<file path="config.mk">
export PLATFORM = sky130hd
export DESIGN_NAME = mcb_merge
export DESIGN_NICKNAME = d
export VERILOG_FILES = /design/src/rtl/mcb_pkg.sv /design/src/rtl/mcb_merge.sv
export SDC_FILE = /design/constraint.sdc
export NUM_CORES = 1
export LEC_CHECK = 0
export BUFFER_PORTS_ARGS = -buffer_cell sky130_fd_sc_hd__buf_2
export CAP_MARGIN = 15
export CELL_PAD_IN_SITES_DETAIL_PLACEMENT = 1
export CELL_PAD_IN_SITES_GLOBAL_PLACEMENT = 2
export CORE_MARGIN = 5
export CORE_UTILIZATION = 28
export DETAILED_ROUTE_END_ITERATION = 16
export GPL_TIMING_DRIVEN = 0
export PLACE_DENSITY_LB_ADDON = 0.2
export RECOVER_POWER = 25
export SYNTH_ARGS = -nofsm -noshare
export SYNTH_HDL_FRONTEND = slang
export SYNTH_SLANG_ARGS = --single-unit
</file>
<file path="constraint.sdc">
create_clock -name clk_i -period 1 [get_ports clk_i]
set_input_delay 0.15 -clock clk_i [delete_from_list [all_inputs] [get_ports clk_i]]
set_output_delay 0.15 -clock clk_i [all_outputs]
set_load 0.05 [all_outputs]
</file>
<file path="src/rtl/mcb_pkg.sv">
// Package for the Morton code unit: widths, defaults and register indexes.
// Used by the top level, mcb_lane and mcb_merge; depends on nothing.
`timescale 1ns / 1ps
`default_nettype none
package mcb_pkg;
  localparam int unsigned COORD_W          = 32;
  localparam int unsigned NUM_AXES         = 3;
  localparam int unsigned BITS_PER_AXIS_DEF = 10;
  localparam int unsigned CFG_IDX_W        = 3;
  // Differences and sums of two Q16.16 values, and twice a difference.
  localparam int unsigned SUM_W            = COORD_W + 3;
  localparam int unsigned DEN_W            = COORD_W + 2;

  localparam logic [CFG_IDX_W-1:0] REG_SCENE_MIN_X = 3'd0;
  localparam logic [CFG_IDX_W-1:0] REG_SCENE_MIN_Y = 3'd1;
  localparam logic [CFG_IDX_W-1:0] REG_SCENE_MIN_Z = 3'd2;
  localparam logic [CFG_IDX_W-1:0] REG_SCENE_MAX_X = 3'd3;
  localparam logic [CFG_IDX_W-1:0] REG_SCENE_MAX_Y = 3'd4;
  localparam logic [CFG_IDX_W-1:0] REG_SCENE_MAX_Z = 3'd5;

  localparam logic [COORD_W-1:0] SCENE_MIN_RST = 32'h0000_0000;
  localparam logic [COORD_W-1:0] SCENE_MAX_RST = 32'h0001_0000;
endpackage
`default_nettype wire

</file>
<file path="src/rtl/mcb_merge.sv">
// Output stage: interleaves the three lane results into the Morton code and
// registers it with the last flag. Depends on mcb_pkg.
`timescale 1ns / 1ps
`default_nettype none
module mcb_merge #(
  parameter int unsigned BITS_PER_AXIS = mcb_pkg::BITS_PER_AXIS_DEF
) (
  input  wire logic                         clk_i,
  input  wire logic                         en_i,
  input  wire logic [BITS_PER_AXIS-1:0]     qx_i,
  input  wire logic [BITS_PER_AXIS-1:0]     qy_i,
  input  wire logic [BITS_PER_AXIS-1:0]     qz_i,
  input  wire logic                         last_i,
  output logic [3*BITS_PER_AXIS-1:0]        code_o,
  output logic                              last_o
);
  import mcb_pkg::*;

  logic [3*BITS_PER_AXIS-1:0] code_d, code_q;
  logic                       last_q;

  always_comb begin
    code_d = '0;
    for (int k = 0; k < BITS_PER_AXIS; k++) begin
      code_d[NUM_AXES*k+2] = qx_i[k];
      code_d[NUM_AXES*k+1] = qy_i[k];
      code_d[NUM_AXES*k]   = qz_i[k];
    end
  end

  always_ff @(posedge clk_i) begin
    if (en_i) begin
      code_q <= code_d;
      last_q <= last_i;
    end
  end

  assign code_o = code_q;
  assign last_o = last_q;
endmodule
`default_nettype wire

</file>
==> impl_metrics.env <==
export IMPL_status="finished, violations left"
export IMPL_rsz0062_at_grt="yes"
export IMPL_design_core_area_um2=3280
export IMPL_multi_input_area_um2=0
export IMPL_synth_largest_area_cell="edfxtp_1"
export IMPL_grt_max_degree=32
export IMPL_p_leak_uw=0.000774
export IMPL_final_cell_mix="buf_2 (32), edfxtp_1 (31), dlygate4sd3_1 (31), buf_6 (31), clkbuf_4 (5)"
export IMPL_synth_warnings=0
export IMPL_critPathKind="flip-flop to output pin"
export IMPL_io_pins=64
export IMPL_syn_to_final_growth_pct=99.5
export IMPL_wl_per_cell_um=15.1
export IMPL_cts_root_buf="clkbuf_4"
export IMPL_ir_worst_vdd_mv=0.806
export IMPL_slew_violations=0
export IMPL_die_area_um2=4580
export IMPL_port_buffers=63
export IMPL_drc_errors=0
export IMPL_synth_area_per_cell_um2=30.0
export IMPL_cts_buffer_depth=2
export IMPL_cp_top_family="flip-flops"
export IMPL_pwr_share_comb=0.253
export IMPL_synth_seq_cells=31
export IMPL_start_kind="flip-flop"
export IMPL_layout_commonest_cell="buf_2"
export IMPL_min_from="en_i"
export IMPL_max_cap_violations=0
export IMPL_drt_pass1_iterations=4
export IMPL_h_tree_depth=2
export IMPL_synth_area_top_cells="edfxtp_1 (100%)"
export IMPL_min_period_ps=1050
export IMPL_grtUsageTotal=0.131
export IMPL_cts_reportedPaths_clkPinSlew_ps=90
export IMPL_setup_viol=31
export IMPL_cpPeakStageDelay_ps=410
export IMPL_antenna_found_initial=0
export IMPL_hold_path_depth=1
export IMPL_intPower_uw=2110
export IMPL_failed_checks="setup timing"
export IMPL_synthDistinctLibCells=1
export IMPL_cts_tree="yes"
export IMPL_wl_um=2710
export IMPL_avgViaCountPerCell=3.97
export IMPL_finalHoldViolCount=0
export IMPL_grt_overflow_total=0
export IMPL_fin_ws_ps=-46.3
export IMPL_gp_congestion=0.623
export IMPL_nNetsFinal=165
export IMPL_swShare=0.295
export IMPL_switchingPower_uw=885
export IMPL_yosysSeqAreaShare=1.00
export IMPL_endpoint_kind="output pin"
export IMPL_chipWidth_um=67.7
export IMPL_cts_made_buffers=5
export IMPL_fillerInstances=328
export IMPL_worstPathRequired_ps=850
export IMPL_multi_input_cells=0
export IMPL_syn_num_nets=64
export IMPL_diodes=0
export IMPL_crit_fanout=1
export IMPL_fin_util=0.565
export IMPL_cp_num_buf_inv=1
export IMPL_synth_area_um2=931
export IMPL_holdPathEnd="code_o[3]$_DFFE_PP_"
export IMPL_ant_nets=0
export IMPL_arrival_ps=900
export IMPL_seqPwrFrac=0.531
export IMPL_p_per_area_nw_per_um2=1610
export IMPL_min_period_over_period=1.05
export IMPL_grt_pass1_vias=816
export IMPL_cts_sinks=31
export IMPL_slowest_stage="edfxtp_1"
export IMPL_synth_top_area_frac=1.00
export IMPL_clkPwrFrac=0.216
export IMPL_setup_tns_ps=-789
export IMPL_path_depth=1
export IMPL_drt_iter0_markers=25
export IMPL_hp_class="input pin to flip-flop"
export IMPL_drive_gt1_frac=0.511
export IMPL_slew_headroom=0.557
export IMPL_die_height_um=67.7
export IMPL_syn_inst=31
export IMPL_fp_row_count=21
export IMPL_start_util=0.283
export IMPL_tightestPinTransition_ps=664
export IMPL_crit_path_cell_trace="buf_6"
export IMPL_vias=710
export IMPL_grt_pass1_wl_um=4030
export IMPL_max_freq_ghz=0.956
-- sequential cells by signal (all words and copies together), names as in the netlist --
| signal | count |
|---|---|
| last_o | 1 |
| code_o | 30 |
-- stage by stage --
stage	cell area, um^2	cells	hold slack (ps)	setup WS, ps	total power, uW
4_1_cts	1860	179	392	-70.9	3030
6_report	1860	179	398	-46.3	3000
3_3_place_gp	1300	140	328	-73.2	2130
2_1_floorplan	931	31	249	249	1960
5_1_grt	1860	179	427	-102	3130
3_5_place_dp	1300	140	328	-74.7	2140
-- cell usage after synthesis --
| library cell | instances |
|---|---|
| edfxtp_1 | 31 |
-- logic make-up (layout without fill, tap and decap cells) --
logic type / count (synthesis) / in the layout / share of synthesized area
buffers and inverters: 0 / 102 / 0
DFF: 31 / 31 / 1.00
-- worst max path at each step --
| stage | from | end |
|---|---|---|
| after global placement | en_i | code_o[28]$_DFFE_PP_ |
| after CTS | code_o[24]$_DFFE_PP_ | code_o[24] |
| after detailed placement | en_i | code_o[28]$_DFFE_PP_ |
| final | code_o[1]$_DFFE_PP_ | code_o[1] |
| after floorplan | code_o[0]$_DFFE_PP_ | code_o[0] |
| after global routing | code_o[24]$_DFFE_PP_ | code_o[24] |
-- power by group through the flow --
stage | combinational [uW] | clock (uW) | sequential, uW
floorplan | 0 | 0 | 1960
global placement | 541 | 0 | 1590
CTS | 755 | 683 | 1590
detailed placement | 543 | 0 | 1600
finish | 757 | 646 | 1590
global route | 788 | 738 | 1600
-- layout make-up --
type / count / area (um^2) / area share
timing repair buffer: 94 / 820 / 0.441
clock buffer: 6 / 41.3 / 0.0222
clock inverter: 2 / 7.51 / 0.00404
sequential: 31 / 931 / 0.501
tap: 46 / 57.6 / 0.0310
-- what timing repair did --
action | CTS | global route
endpoints found under the hold margin | 31 | 0
buffers inserted | 0 | 0
cloned | 0 | 0
hold buffers | 31 | 0
endpoints found under the setup margin | 31 | 31
resized for setup | 62 | 0
-- metal layers --
layer,routed length [um],vias to the layer above,GRT usage,share of wire
li1,-,327,-,-
met1,846,330,0.113,0.31
met2,1490,45,0.239,0.55
met3,316,8,0.0666,0.12
met4,60,0,0.0759,0.022
met5,0,-,0,0
Note: power is estimated with default switching activity, not from simulation.
