===== src/rtl/mcb_pkg.sv =====
// Package for the Morton code unit: widths, defaults and register indexes.
// Used by the top level, mcb_lane and mcb_merge; depends on nothing.
`timescale 1ns / 1ps
`default_nettype none
package mcb_pkg;
  localparam int unsigned COORD_W          = 32;
  localparam int unsigned NUM_AXES         = 3;
  localparam int unsigned BITS_PER_AXIS_DEF = 10;
  localparam int unsigned CFG_IDX_W        = 3;
  // Differences and sums of two Q16.16 values, and twice a difference.
  localparam int unsigned SUM_W            = COORD_W + 3;
  localparam int unsigned DEN_W            = COORD_W + 2;

  localparam logic [CFG_IDX_W-1:0] REG_SCENE_MIN_X = 3'd0;
  localparam logic [CFG_IDX_W-1:0] REG_SCENE_MIN_Y = 3'd1;
  localparam logic [CFG_IDX_W-1:0] REG_SCENE_MIN_Z = 3'd2;
  localparam logic [CFG_IDX_W-1:0] REG_SCENE_MAX_X = 3'd3;
  localparam logic [CFG_IDX_W-1:0] REG_SCENE_MAX_Y = 3'd4;
  localparam logic [CFG_IDX_W-1:0] REG_SCENE_MAX_Z = 3'd5;

  localparam logic [COORD_W-1:0] SCENE_MIN_RST = 32'h0000_0000;
  localparam logic [COORD_W-1:0] SCENE_MAX_RST = 32'h0001_0000;
endpackage
`default_nettype wire


===== src/rtl/mcb_lane.sv =====
// One axis lane: centroid offset, scene extent, then one restoring division
// step per pipeline stage. Depends on mcb_pkg.
`timescale 1ns / 1ps
`default_nettype none
module mcb_lane #(
  parameter int unsigned BITS_PER_AXIS = mcb_pkg::BITS_PER_AXIS_DEF
) (
  input  wire logic                              clk_i,
  input  wire logic [BITS_PER_AXIS:0]            en_i,
  input  wire logic [mcb_pkg::COORD_W-1:0]       box_min_i,
  input  wire logic [mcb_pkg::COORD_W-1:0]       box_max_i,
  input  wire logic [mcb_pkg::COORD_W-1:0]       scene_min_i,
  input  wire logic [mcb_pkg::COORD_W-1:0]       scene_max_i,
  output logic      [BITS_PER_AXIS-1:0]          q_o
);
  import mcb_pkg::*;

  localparam int unsigned B = BITS_PER_AXIS;

  logic signed [SUM_W-1:0] num, den_full;
  logic                    zero, sat;

  logic [DEN_W-1:0] rem_q  [0:B];
  logic [DEN_W-1:0] den_q  [0:B];
  logic [B-1:0]     qb_q   [0:B];
  logic             zero_q [0:B];
  logic             sat_q  [0:B];

  always_comb begin
    num = $signed({{3{box_min_i[COORD_W-1]}}, box_min_i})
        + $signed({{3{box_max_i[COORD_W-1]}}, box_max_i})
        - ($signed({{3{scene_min_i[COORD_W-1]}}, scene_min_i}) <<< 1);
    den_full = ($signed({{3{scene_max_i[COORD_W-1]}}, scene_max_i})
              - $signed({{3{scene_min_i[COORD_W-1]}}, scene_min_i})) <<< 1;
    zero = ($signed(scene_max_i) <= $signed(scene_min_i)) || (num <= 0);
    // A centroid at or past the scene maximum gives a quotient of 2^B or more.
    sat  = !zero && ($unsigned(num) >= {1'b0, den_full[DEN_W-1:0]});
  end

  always_ff @(posedge clk_i) begin
    if (en_i[0]) begin
      rem_q[0]  <= num[DEN_W-1:0];
      den_q[0]  <= den_full[DEN_W-1:0];
      qb_q[0]   <= '0;
      zero_q[0] <= zero;
      sat_q[0]  <= sat;
    end
  end

  for (genvar k = 1; k <= B; k++) begin : g_step
    logic [DEN_W:0] r2;
    logic           ge;
    always_comb begin
      r2 = {rem_q[k-1], 1'b0};
      ge = r2 >= {1'b0, den_q[k-1]};
    end
    always_ff @(posedge clk_i) begin
      if (en_i[k]) begin
        rem_q[k]  <= ge ? DEN_W'(r2 - {1'b0, den_q[k-1]}) : r2[DEN_W-1:0];
        den_q[k]  <= den_q[k-1];
        qb_q[k]   <= (qb_q[k-1] << 1) | B'(ge);
        zero_q[k] <= zero_q[k-1];
        sat_q[k]  <= sat_q[k-1];
      end
    end
  end

  assign q_o = zero_q[B] ? '0 : (sat_q[B] ? '1 : qb_q[B]);
endmodule
`default_nettype wire


===== config.mk =====
export PLATFORM = sky130hd
export DESIGN_NAME = mcb_lane
export DESIGN_NICKNAME = d
export VERILOG_FILES = /design/src/rtl/mcb_pkg.sv /design/src/rtl/mcb_lane.sv
export SDC_FILE = /design/constraint.sdc
export NUM_CORES = 2
export LEC_CHECK = 0
export ABC_AREA = 1
export BUFFER_PORTS_ARGS = -buffer_cell sky130_fd_sc_hd__clkbuf_2
export CORE_ASPECT_RATIO = 0.6
export CORE_MARGIN = 2
export CORE_UTILIZATION = 45
export CTS_CLUSTER_SIZE = 28
export DETAILED_ROUTE_END_ITERATION = 7
export HOLD_SLACK_MARGIN = 0.06
export REMOVE_ABC_BUFFERS = 1
export SLEW_MARGIN = 40
export SYNTH_ARGS = -nofsm -noshare
export SYNTH_HDL_FRONTEND = slang
export SYNTH_SLANG_ARGS = --single-unit

===== constraint.sdc =====
create_clock -name clk_i -period 3.35 [get_ports clk_i]
set_input_delay 0.335 -clock clk_i [delete_from_list [all_inputs] [get_ports clk_i]]
set_output_delay 0.335 -clock clk_i [all_outputs]
set_load 0.05 [all_outputs]

==> results.py <==
metrics = {
    "run_status": {
        "status": "finished, violations left",
        "violations": "negative setup slack",
    },
    "grt": {
        "gr-total-overflow": 0,
        "grt_pass1_wl_mm": 267,
        "grt_use_total_pct": 31.5,
        "antenna_found_initial": 5,
        "grt_pass1_vias": 39620,
        "grt_max_degree": 60,
    },
    "power": {
        "clkPwrFrac_pct": 14.5,
        "p_leak_uw": 0.0287,
        "total_power_uw": 59000,
        "p_per_area_nw_per_um2": 977,
        "power_switching_share_pct": 47.1,
        "power.internal_uw": 31200,
        "ir_worst_vdd_mv": 0.549,
        "p_comb_share_pct": 58.7,
        "switchingPower_uw": 27800,
        "seqPwrFrac_pct": 26.8,
    },
    "route": {
        "wire_per_inst_um": 22.3,
        "wl_mm": 185,
        "vias": 44791,
        "drt_iter0_drc": 6361,
        "drtAntennaViolNets": 0,
        "avgViaCountPerCell": 5.41,
        "firstDrtPassIters": 6,
        "route.detailed.drc": 0,
    },
    "sta": {
        "maxSlewViolCount": 0,
        "fin_crit_ns": 3.39,
        "slew_headroom_pct": 40.4,
        "layout_setup_ws_ns": -0.0438,
        "setup_violations": 2,
        "tightest_slew_ns": 0.888,
        "fin_worst_skew_ns": 0.0241,
        "layout_worst_path_cycle_share_pct": 101,
        "timing.final.hold_violations": 0,
        "rsz0062_at_grt": "true",
        "timing.fmax_mhz": 295,
    },
    "logic_synthesis": {
        "synth.area.top_cells": "edfxtp_1 43%, nand2_1 11%, ha_1 11%",
        "netlist_instances": 6002,
        "synth-async-reset-ratio_pct": 0,
        "synth_top_family_by_area": "simple AND/OR/NAND/NOR gates",
        "ys_seq_area_share_pct": 43.5,
        "synth-xor-area-share_pct": 4.72,
        "ys_ff_latch": 738,
        "syn_avg_cell_area_um2": 8.49,
        "synth_area_um2": 51000,
        "yosysWarnings": 0,
        "yosysUniqueCellTypes": 58,
        "synth_top_area_share_pct": 43.5,
        "synth_top_area_cell": "edfxtp_1",
        "synth_fa_ha_area_share_pct": 12.2,
        "ys_dominant_reg_cell": "edfxtp_1",
        "synth.mux.area_fraction_pct": 0,
        "synth_compound_area_share_pct": 11.8,
        "yosys.area_share.simple_pct": 19.0,
        "synth_edf_count": 738,
    },
    "placed_design": {
        "routabilityCongestion": 1.06,
        "io_buffers": 149,
        "placed_area_um2": 57700,
        "dp_slack_ns": -0.889,
        "dpl.hpwl_mm": 155,
    },
    "clock_tree": {
        "cts-root-buf": "clkbuf_16",
        "ctsHtreeMaxLevel": 3,
        "clock_latency_ns": 0.68,
        "cts_inserted_buffers": 73,
        "cts.sinks": 738,
        "postCtsHoldBufs": 0,
        "cts_tree": "built",
        "clk_path_buf_depth": 3,
        "path_clk_slew_ns": 0.06,
    },
    "layout": {
        "nNetsFinal": 7327,
        "mostFrequentLayoutCells": "1,527 x nand2_1, 1,066 x inv_1, 738 x edfxtp_1",
        "drive_above_1_share_pct": 14.4,
        "final_common_cell": "nand2_1",
        "area_growth_pct": 18.5,
        "finalInstanceArea_um2": 60400,
    },
    "setup_path": {
        "cpPeakStageDelay_ns": 0.53,
        "path_cells": "clkbuf_2, inv_1, fa_1, inv_1, ha_1, a21oi_1, o21ai_1, nand2_1, nand2_1, a21oi_1, nand3b_1, nand2_1, inv_1, ha_1, o32ai_4, nand4_1, nand3_1, nand2_1, o211ai_1, nor2_1, nor2_1",
        "cp_max_fo": 4,
        "slowest_stage": "fa_1",
        "cpLargestDelayFamily": "adder cells",
        "crit_arrival_ns": 3.92,
        "critPathRequiredTime_ns": 3.88,
        "critPathBufInv": 4,
        "crit_top_cell": "nand2_1",
        "critPathLaunchType": "primary input",
        "crit_type": "primary input to register",
        "setup.worst_path.end_class": "register",
    },
    "floorplan": {
        "fp.coreArea_um2": 112000,
        "die_height_um": 265,
        "ioPinCount": 150,
        "initial_core_util_pct": 45.5,
        "rows": 95,
        "die-area_um2": 116000,
        "fp.dieW_um": 439,
    },
    "worst_hold_path": {
        "hold_class": "primary input to register",
    },
    "run": {
        "drv_cap": 0,
    },
}
==> worst reg2reg max path, delay by kind of cell, from the launching register on <==
kind,cells,cell delay [ns]
flops,1,0.42
simple gates,3,0.32
fa+ha+maj,1,0.32
buf+inv,5,0.83
compound gates,6,1.21
==> registers in the layout (all words and copies together), names as in the netlist <==
| name | count |
|---|---|
| rem_q | 331 |
| qb_q | 55 |
| den_q | 330 |
| sat_q | 11 |
| zero_q | 11 |
==> cells in the mapped netlist, types with 7 or more instances <==
master / instances
nand2_1: 1543
inv_1: 1069
edfxtp_1: 738
nor2_1: 459
ha_1: 428
a21oi_1: 317
o21ai_0: 295
xnor2_1: 172
nand3_1: 170
xor2_1: 103
a21o_1: 79
o21ai_1: 71
nand4_1: 55
o21bai_1: 54
nor3_1: 50
a31oi_1: 46
fa_1: 42
o21ai_2: 35
a221oi_1: 32
nand3b_1: 32
buf_6: 23
buf_2: 20
o211ai_1: 17
nand2_2: 15
nor4_1: 13
a21boi_0: 12
o21a_1: 12
a211oi_1: 11
inv_2: 9
clkbuf_2: 7
nand2_4: 7
nand3_2: 7
==> metal layers <==
layer / track usage (%) / share of wire (%) / vias to the layer above
met5: 1.12 / 0.098 / -
met4: 3.13 / 0.71 / 4
li1: - / - / 21310
met1: 56.2 / 54 / 21013
met3: 19.5 / 19 / 104
met2: 27.6 / 26 / 2360
==> power by group through the flow <==
stage	registers [uW]	clock network (uW)	logic (uW)
4_1_cts	15800	8730	32700
2_1_floorplan	15100	0	19200
3_3_place_gp	15900	0	32200
6_report	15800	8560	34600
3_5_place_dp	15900	0	32400
5_1_grt	16000	9080	37300
==> final timing paths <==
check | slack [ns] | depth (start not counted) | startpoint | endpoint
worst max register to register | -0.01 | 15 | den_q[1][28]$_DFFE_PP_ | rem_q[2][3]$_DFFE_PP_
worst min-delay path | 0.10 | 1 | en_i[10] | qb_q[10][1]$_DFFE_PP_
worst max-delay path | -0.04 | 21 | box_min_i[26] | sat_q[0]$_DFFE_PP_
worst min register to register | 0.42 | 0 | qb_q[5][2]$_DFFE_PP_ | qb_q[6][3]$_DFFE_PP_
==> final cells by class <==
type	count	area, um2
Clock inverter	43	495
Timing Repair Buffer	700	5280
Tap cell	1503	1880
Sequential cell	738	22200
Antenna cell	3	7.51
Inverter	1080	4060
Fill cell	10432	51700
Multi-Input combinational cell	4124	24600
Clock buffer	86	1900
==> through the flow <==
step                utilization, %  setup TNS (ns)  hold slack, ns  std cells
floorplan                        -        -0.00788           0.400       5942
global placement              51.5           -1.30           0.405       8144
detailed placement            51.5           -1.39           0.405       8144
CTS                           53.6               0          0.0689       8273
global route                  53.9          -0.203           0.105       8275
finish                        53.9         -0.0507           0.102       8277
==> what timing repair did <==
item | CTS | global route
setup endpoints to repair | 1 | 62
resized for setup | 7 | 71
pin swaps | 0 | 3
buffers inserted | 0 | 0
==> cells by family (layout without fill, tap and decap cells) <==
group	after synthesis	count (layout)
other cells	0	3
compound gates	1011	1011
fa+ha+maj	470	470
simple gates	2368	2368
flops	738	738
xor+xnor	275	275
buf+inv	1140	1909
(Power assumes the default switching activity.)
